$ cat config.mk
export PLATFORM = sky130hd
export DESIGN_NAME = range_window_average_hysteresis_top
export DESIGN_NICKNAME = d
export VERILOG_FILES = /design/src/sv/rwah_pkg.sv /design/src/sv/rwah_win_mem.sv /design/src/sv/rwah_div.sv /design/src/sv/range_window_average_hysteresis_top.sv
export VERILOG_INCLUDE_DIRS = /design/src /design/src/sv
export SDC_FILE = /design/constraint.sdc
export NUM_CORES = 1
export LEC_CHECK = 0
export ABC_AREA = 1
export ABC_CLOCK_PERIOD_IN_PS = 7990
export BUFFER_PORTS_ARGS = -buffer_cell sky130_fd_sc_hd__buf_2
export CORE_MARGIN = 2
export CORE_UTILIZATION = 50
export CTS_CLUSTER_SIZE = 8
export DETAILED_ROUTE_END_ITERATION = 10
export GPL_TIMING_DRIVEN = 0
export PLACE_DENSITY = 0.68
export RECOVER_POWER = 100
export SKIP_CTS_REPAIR_TIMING = 1
export SLEW_MARGIN = 20
export SYNTH_ARGS = -nofsm -noshare
export SYNTH_HDL_FRONTEND = slang
export SYNTH_SLANG_ARGS = --single-unit
$ cat constraint.sdc
create_clock -name clk -period 7.99 [get_ports clk]
set_input_delay 1.598 -clock clk [delete_from_list [all_inputs] [get_ports clk]]
set_output_delay 1.598 -clock clk [all_outputs]
set_load 0.01 [all_outputs]
$ cat src/sv/range_window_average_hysteresis_top_defines.svh
// assertion macros shared by the range window average hysteresis rtl
`ifndef RANGE_WINDOW_AVERAGE_HYSTERESIS_TOP_DEFINES_SVH
`define RANGE_WINDOW_AVERAGE_HYSTERESIS_TOP_DEFINES_SVH

// same-cycle implication
`define RWAH_ASSERT_NOW(label, clk, rst_n, ante, cons) \
	label: assert property (@(posedge clk) disable iff (!rst_n) (ante) |-> (cons)) \
		else $error("rwah assertion failed");

// next-cycle implication
`define RWAH_ASSERT_NEXT(label, clk, rst_n, ante, cons) \
	label: assert property (@(posedge clk) disable iff (!rst_n) (ante) |=> (cons)) \
		else $error("rwah assertion failed");

`endif

$ cat src/sv/rwah_pkg.sv
// shared widths for the range window average hysteresis block
package rwah_pkg;
	localparam int DIST_W  = 16;
	localparam int ENTRY_W = DIST_W + 1;
	localparam int APB_DW  = 32;
	localparam int APB_AW  = 3;
endpackage

$ cat src/sv/rwah_win_mem.sv
// window sample memory, one write port and one registered read port
module rwah_win_mem #(
	parameter int DEPTH = 8,
	parameter int AW    = 3
) (
	input  logic                        clk,
	input  logic                        wr_en,
	input  logic [AW-1:0]               wr_addr,
	input  logic [rwah_pkg::ENTRY_W-1:0] wr_data,
	input  logic                        rd_en,
	input  logic [AW-1:0]               rd_addr,
	output logic [rwah_pkg::ENTRY_W-1:0] rd_data
);
	import rwah_pkg::*;

	logic [ENTRY_W-1:0] mem_q [DEPTH];

	always_ff @(posedge clk) begin
		if (wr_en) begin
			mem_q[wr_addr] <= wr_data;
		end
	end

	always_ff @(posedge clk) begin
		if (rd_en) begin
			rd_data <= mem_q[rd_addr];
		end
	end
endmodule

$ cat src/sv/rwah_div.sv
// restoring divider, one quotient bit per cycle
module rwah_div #(
	parameter int NUM_W = 19,
	parameter int DEN_W = 4
) (
	input  logic             clk,
	input  logic             arst_n,
	input  logic             start,
	input  logic [NUM_W-1:0] dividend,
	input  logic [DEN_W-1:0] divisor,
	output logic             busy,
	output logic             done,
	output logic [NUM_W-1:0] quotient
);
	import rwah_pkg::*;

	localparam int CW = $clog2(NUM_W + 1);

	logic [DEN_W-1:0] rem_q;
	logic [DEN_W-1:0] den_q;
	logic [NUM_W-1:0] quo_q;
	logic [CW-1:0]    cnt_q;
	logic             busy_q;
	logic             done_q;
	logic [DEN_W:0]   trial;
	logic             fits;
	logic [DEN_W:0]   diff;

	assign trial = {rem_q, quo_q[NUM_W-1]};
	assign fits  = trial >= {1'b0, den_q};
	assign diff  = trial - {1'b0, den_q};

	always_ff @(posedge clk or negedge arst_n) begin
		if (!arst_n) begin
			busy_q <= 1'b0;
			done_q <= 1'b0;
			cnt_q  <= '0;
		end else begin
			done_q <= 1'b0;
			if (start) begin
				busy_q <= 1'b1;
				cnt_q  <= '0;
			end else if (busy_q) begin
				cnt_q <= cnt_q + 1'b1;
				if (cnt_q == CW'(NUM_W - 1)) begin
					busy_q <= 1'b0;
					done_q <= 1'b1;
				end
			end
		end
	end

	always_ff @(posedge clk) begin
		if (start) begin
			rem_q <= '0;
			den_q <= divisor;
			quo_q <= dividend;
		end else if (busy_q) begin
			// remainder stays below the divisor, so it fits back in DEN_W bits
			rem_q <= fits ? diff[DEN_W-1:0] : trial[DEN_W-1:0];
			quo_q <= {quo_q[NUM_W-2:0], fits};
		end
	end

	assign busy     = busy_q;
	assign done     = done_q;
	assign quotient = quo_q;
endmodule

$ cat src/sv/range_window_average_hysteresis_top.sv
// Range window average with hysteresis. Each input item (s_tdata = distance,
// s_tuser = no-echo flag) is written into a ring window of WINDOW entries; once
// the window has filled, each item gives one result: no-echo when at least half
// the window is no-echo, else the average of the finite entries, which replaces
// the held output only when it moves by more than hysteresis_delta (or the held
// output was no-echo). An item that gives a result passes through the accept, a
// walk of the window memory one entry per cycle through its registered read port,
// a restoring divider that yields one quotient bit per cycle (skipped when the
// result is no-echo), and the posting of the result; a result still held by
// m_tready adds its stall. s_tready is low while an item is in work. Items that
// only fill the window give no result.
module range_window_average_hysteresis_top #(
	parameter int WINDOW = 8
) (
	input  logic                        clk,
	input  logic                        arst_n,
	// apb configuration
	input  logic                        psel,
	input  logic                        penable,
	input  logic                        pwrite,
	input  logic [rwah_pkg::APB_AW-1:0] paddr,
	input  logic [rwah_pkg::APB_DW-1:0] pwdata,
	output logic [rwah_pkg::APB_DW-1:0] prdata,
	output logic                        pready,
	// input stream
	input  logic                        s_tvalid,
	output logic                        s_tready,
	input  logic [rwah_pkg::DIST_W-1:0] s_tdata,   // [15:0] range_sample
	input  logic                        s_tuser,   // [0] no_echo
	// output stream
	output logic                        m_tvalid,
	input  logic                        m_tready,
	output logic [rwah_pkg::DIST_W-1:0] m_tdata,   // [15:0] filtered_range
	output logic                        m_tuser    // [0] out_of_range
);
	import rwah_pkg::*;

	`include "range_window_average_hysteresis_top_defines.svh"

	localparam int PTR_W = (WINDOW > 1) ? $clog2(WINDOW) : 1;
	localparam int CNT_W = $clog2(WINDOW + 1);
	localparam int SUM_W = DIST_W + CNT_W;

	typedef enum logic [3:0] {
		ST_IDLE = 4'b0001,
		ST_WALK = 4'b0010,
		ST_DIV  = 4'b0100,
		ST_DONE = 4'b1000
	} state_t;

	state_t             state_q;
	logic [PTR_W-1:0]   wr_ptr_q;
	logic               full_q;
	logic [DIST_W-1:0]  held_q;
	logic               held_inf_q;
	logic [DIST_W-1:0]  delta_q;
	logic [CNT_W-1:0]   rd_cnt_q;
	logic               rd_vld_s1;
	logic [CNT_W-1:0]   infs_q;
	logic [SUM_W-1:0]   sum_q;
	logic               res_inf_q;
	logic [DIST_W-1:0]  avg_q;
	logic               m_tvalid_q;
	logic [DIST_W-1:0]  m_tdata_q;
	logic               m_tuser_q;

	logic               in_acc;
	logic               cfg_wr;
	logic               last_slot;
	logic [ENTRY_W-1:0] wr_entry;
	logic               rd_issue;
	logic [ENTRY_W-1:0] rd_entry;
	logic               walk_end;
	logic               half_inf;
	logic               div_start;
	logic               div_busy;
	logic               div_done;
	logic [SUM_W-1:0]   div_quo;
	logic [CNT_W-1:0]   finite_cnt;
	logic               out_free;
	logic [DIST_W-1:0]  abs_diff;
	logic               take_avg;

	// apb port
	assign pready = 1'b1;
	assign cfg_wr = psel && penable && pwrite && pready && (paddr[2] == 1'b0);
	assign prdata = (paddr[2] == 1'b0) ? {{(APB_DW - DIST_W){1'b0}}, delta_q} : '0;

	always_ff @(posedge clk or negedge arst_n) begin
		if (!arst_n) begin
			delta_q <= '0;
		end else if (cfg_wr) begin
			delta_q <= pwdata[DIST_W-1:0];
		end
	end

	assign s_tready  = (state_q == ST_IDLE);
	assign in_acc    = s_tvalid && s_tready;
	assign last_slot = (wr_ptr_q == PTR_W'(WINDOW - 1));
	// no-echo entries store a zero distance
	assign wr_entry  = s_tuser ? {1'b1, {DIST_W{1'b0}}} : {1'b0, s_tdata};

	assign rd_issue   = (state_q == ST_WALK) && (rd_cnt_q != CNT_W'(WINDOW));
	assign walk_end   = (state_q == ST_WALK) && (rd_cnt_q == CNT_W'(WINDOW)) && !rd_vld_s1;
	assign half_inf   = {infs_q, 1'b0} >= (CNT_W + 1)'(WINDOW);
	assign finite_cnt = CNT_W'(WINDOW) - infs_q;
	assign div_start  = walk_end && !half_inf;

	rwah_win_mem #(
		.DEPTH (WINDOW),
		.AW    (PTR_W)
	) u_mem (
		.clk     (clk),
		.wr_en   (in_acc),
		.wr_addr (wr_ptr_q),
		.wr_data (wr_entry),
		.rd_en   (rd_issue),
		.rd_addr (rd_cnt_q[PTR_W-1:0]),
		.rd_data (rd_entry)
	);

	rwah_div #(
		.NUM_W (SUM_W),
		.DEN_W (CNT_W)
	) u_div (
		.clk      (clk),
		.arst_n   (arst_n),
		.start    (div_start),
		.dividend (sum_q),
		.divisor  (finite_cnt),
		.busy     (div_busy),
		.done     (div_done),
		.quotient (div_quo)
	);

	assign out_free = !m_tvalid_q || m_tready;
	assign abs_diff = (avg_q > held_q) ? (avg_q - held_q) : (held_q - avg_q);
	assign take_avg = held_inf_q || (abs_diff > delta_q);

	always_ff @(posedge clk or negedge arst_n) begin
		if (!arst_n) begin
			state_q    <= ST_IDLE;
			wr_ptr_q   <= '0;
			full_q     <= 1'b0;
			held_q     <= '0;
			held_inf_q <= 1'b1;
			rd_cnt_q   <= '0;
			rd_vld_s1  <= 1'b0;
			m_tvalid_q <= 1'b0;
		end else begin
			rd_vld_s1 <= rd_issue;
			if (m_tvalid_q && m_tready) begin
				m_tvalid_q <= 1'b0;
			end
			unique case (state_q)
				ST_IDLE: begin
					if (in_acc) begin
						wr_ptr_q <= last_slot ? '0 : wr_ptr_q + 1'b1;
						if (last_slot) begin
							full_q <= 1'b1;
						end
						rd_cnt_q <= '0;
						if (full_q || last_slot) begin
							state_q <= ST_WALK;
						end
					end
				end
				ST_WALK: begin
					if (rd_issue) begin
						rd_cnt_q <= rd_cnt_q + 1'b1;
					end
					if (walk_end) begin
						state_q <= half_inf ? ST_DONE : ST_DIV;
					end
				end
				ST_DIV: begin
					if (div_done) begin
						state_q <= ST_DONE;
					end
				end
				ST_DONE: begin
					if (out_free) begin
						m_tvalid_q <= 1'b1;
						state_q    <= ST_IDLE;
						if (res_inf_q) begin
							held_inf_q <= 1'b1;
							held_q     <= '0;
						end else if (take_avg) begin
							held_inf_q <= 1'b0;
							held_q     <= avg_q;
						end
					end
				end
				default: begin
					state_q <= ST_IDLE;
				end
			endcase
		end
	end

	// window sums and result payload
	always_ff @(posedge clk) begin
		if (in_acc) begin
			sum_q  <= '0;
			infs_q <= '0;
		end else if (rd_vld_s1) begin
			if (rd_entry[DIST_W]) begin
				infs_q <= infs_q + 1'b1;
			end else begin
				sum_q <= sum_q + SUM_W'(rd_entry[DIST_W-1:0]);
			end
		end
		if (walk_end) begin
			res_inf_q <= half_inf;
		end
		if (div_done) begin
			avg_q <= div_quo[DIST_W-1:0];
		end
		if ((state_q == ST_DONE) && out_free) begin
			if (res_inf_q) begin
				m_tdata_q <= '0;
				m_tuser_q <= 1'b1;
			end else if (take_avg) begin
				m_tdata_q <= avg_q;
				m_tuser_q <= 1'b0;
			end else begin
				m_tdata_q <= held_inf_q ? '0 : held_q;
				m_tuser_q <= held_inf_q;
			end
		end
	end

	assign m_tvalid = m_tvalid_q;
	assign m_tdata  = m_tdata_q;
	assign m_tuser  = m_tuser_q;

	`RWAH_ASSERT_NOW(a_ready_not_dividing, clk, arst_n, s_tready, !div_busy)
	`RWAH_ASSERT_NOW(a_result_needs_full, clk, arst_n, state_q == ST_DONE, full_q)
	`RWAH_ASSERT_NOW(a_no_echo_zero, clk, arst_n, m_tvalid && m_tuser, m_tdata == '0)
	`RWAH_ASSERT_NEXT(a_done_from_div, clk, arst_n, div_done, state_q == ST_DONE)
endmodule
==> key figures <==
Run status
  – Run status: finished with violations
  – Failing checks: capacitance limit, slew limit

Place
  – Gp weighted congestion: between 0.9 and 1
  – Port bufs: between 70 and 80
  – DP Area: 16500 um^2
  – Post-DP HPWL: approximately 26000 um

Logic synthesis
  – Share of the synthesized area in the top cell type: about two fifths
  – Synth Warn #: 0
  – Top cells by count, synth: 362 x nand2_1, 248 x nor2_1, 216 x inv_1
  – Post-synth EDFFs: around 210
  – Cells after synthesis: between 1500 and 2000
  – Post-Syn Area: 15400 um^2
  – Most numerous cell in the Yosys netlist: nand2_1
  – Register area share after synthesis: 53.5%
  – Unique cell type count in the Yosys netlist: between 50 and 60
  – Post-Syn Area per Cell: roughly 9.0 um^2
  – FFs w/ async S/R, synth: between 10% and 20%
  – Cell taking the most area after synthesis: edfxtp_1
  – Top FF cell, synth: edfxtp_1
  – Top cells by area, synth: edfxtp_1 41%, nand2_1 8.8%, dfrtp_1 8.4%
  – Yosys reg bits: roughly 300

Detailed routing
  – Vias: about 12000
  – Pre-antenna DRT Iters: 5
  – Drt total wl: roughly 35000 um
  – Via-per-instance ratio: 5.12
  – Wire per inst: around 15 um
  – Antenna Violating Nets Remaining: 0
  – DR DRC count: 0
  – Drt initial violations: approximately 730

STA
  – Achievable Freq: 220 MHz
  – Slew HR: -101%
  – Worst Tran Pin Value: between 3 and 4 ns
  – Final TNS setup: 0 ns
  – Tmin final: 4.54 ns
  – RSZ-0062 raised after global routing: no
  – Min Hold Slack: roughly 0.45 ns
  – Endpoints failing setup: 0
  – Fin. Hold Viols: 0
  – Slew Viols, Final: 55
  – Clock Skew: ~0.049 ns
  – Crit share post-route: a little under three fifths

Clocking
  – Htree depth: 2
  – Clk pin slew, worst setup/hold paths: around 0.050 ns
  – TritonCTS buffer count: 42
  – Sink Count: roughly 300
  – Latest clock arrival within the worst-skew pair: around 0.55 ns
  – CTS tree: built
  – Max Buffers Root-to-Sink: 3
  – CTS Root Cell: clkbuf_16

Global route
  – Total global routing overflow: 0
  – Initial antenna violation count: 0
  – Vias in the first global route: between 10000 and 15000
  – Largest net degree at the start of global routing: between 50 and 60
  – First-pass GRT wire length: roughly 57000 um
  – Total GRT Usage: between 20% and 30%

Floorplan
  – Site row count: 64
  – Core Footprint: between 30000 and 40000 um^2
  – Die area: between 30000 and 40000 um^2
  – Die Width: 180 um
  – Die Ht: 180 um
  – Initial Util: approximately 51%
  – IO Pins: approximately 110

Worst setup path
  – Crit path kind: reg2reg
  – Critical path launch point type: flop
  – Worst path cell trace: inv_1 > ha_1 > inv_1 > fa_1 > nand2_1 > nand2_1 > a21boi_0 > nand2b_1 > nand3_1 > nand2_1 > nand2_1 > nand2_1 > inv_1 > ha_1 > nand2_1 > nor3_1 > nand3_1 > nand2_1 > nand3_1 > nand2_1 > clkbuf_1 > nand2_1 > nand2_1
  – Worst path top cell family by delay: simple AND/OR/NAND/NOR gates
  – CP Buf/Inv Count: 4
  – Worst Path Required: ~8.4 ns
  – CP max stage delay: ~0.46 ns
  – Max stage delay cell, worst path: fa_1
  – Crit path top cell by count: nand2_1
  – CP max FO: 10
  – Worst EP arrival: roughly 5 ns
  – Setup crit end kind: flop

Power and ir drop
  – Pleak: ~8 nW
  – Maximum vdd drop: approximately 240 uV
  – P per Cell Area: between 300 and 400 nW/um^2

Final layout
  – Layout cells sized above 1: ~7.9%
  – Antenna diode count: 0
  – Area delta synth->final: 13.9%
  – Final Cell Area: between 15000 and 20000 um^2
  – Nets@finish: approximately 2000

Flow run
  – Max-cap violations: 1

Hold path
  – HP Class: reg2reg
through the flow:
step / util (%) / setup WS, ns / cells / power, mW
floorplan: - / 4.17 / 1737 / 3.73
global placement: 53.6 / 3.22 / 2207 / 4.30
detailed placement: 54.0 / 3.73 / 2219 / 4.37
CTS: 58.1 / 3.67 / 2297 / 6.06
global route: 57.6 / 2.92 / 2297 / 6.44
finish: 57.6 / 3.45 / 2297 / 6.01
path summary, 6_finish.rpt:
path	start	end	slack, ns	cells past startpoint
min	u_div.quotient[2]	avg_q[2]	0.45	0
max in group asynchronous	arst_n	held_q[12]	4.20	1
max	held_q[0]	held_q[13]	3.45	23
max reg2reg	held_q[0]	held_q[13]	3.45	23
min in group asynchronous	arst_n	delta_q[14]	2.04	1
min reg2reg	u_div.quotient[2]	avg_q[2]	0.45	0
cells by family (layout without fill, tap and decap cells):
group / after synthesis / count (layout) / synth area share (%)
XOR/XNOR: 36 / 36 / 2.05
adder cells (fa/ha/maj): 78 / 78 / 6.53
other: 2 / 17 / 0.0487
multiplexers: 1 / 1 / 0.0730
AO/OA/AOI/OAI: 263 / 263 / 9.52
AND/OR/NAND/NOR: 748 / 748 / 20.1
flip-flops: 293 / 293 / 53.5
buffers and inverters: 301 / 465 / 8.19
area by class of cell:
cell class | count | area [um^2]
Fill cell | 2701 | 12900
Sequential cell | 293 | 8250
Multi-Input combinational cell | 1143 | 5940
Clock buffer | 76 | 1210
Inverter | 227 | 857
Tap cell | 396 | 495
Buffer | 74 | 390
Timing Repair Buffer | 86 | 370
Clock inverter | 2 | 50.0
cells in the final DEF, fill, tap and decap left out, types with 18 or more instances in the layout:
cell type	Yosys	layout
clkbuf_1	37	125
nand4_1	19	19
a31oi_1	18	18
inv_1	216	217
buf_2	11	43
dfrtp_1	52	52
nand3_1	64	65
nand2_1	362	365
a21oi_1	67	67
o21ai_0	121	123
buf_4	20	18
clkbuf_16	0	43
nor3_1	19	20
edfxtp_1	211	211
nor2_1	248	250
ha_1	74	74
dfxtp_1	28	28
xor2_1	33	33
metal layers:
metal	share of wire [%]	global-route usage, %	up-vias
met5	0	0	-
met4	3.6	9.17	0
met3	4.6	3.18	91
met2	51	40.0	288
met1	41	25.2	5479
li1	-	-	5910
where the power goes:
part / switching, mW / internal [mW] / total (mW)
combinational: 1.53 / 0.763 / 2.29
sequential: 0.128 / 1.92 / 2.05
clock: 0.649 / 1.02 / 1.67
sequential cells by signal, indices dropped and copies added, names as in the netlist, 3 cells and up:
register,flops
delta_q,16
infs_q,4
u_div.den_q,4
u_div.rem_q,4
u_mem.rd_data,17
state_q,4
u_div.quotient,20
sum_q,20
rd_cnt_q,4
m_tdata,16
held_q,16
u_div.cnt_q,5
avg_q,16
wr_ptr_q,3
u_mem.mem_q,136
No activity file was read; power rests on OpenSTA's default activity.
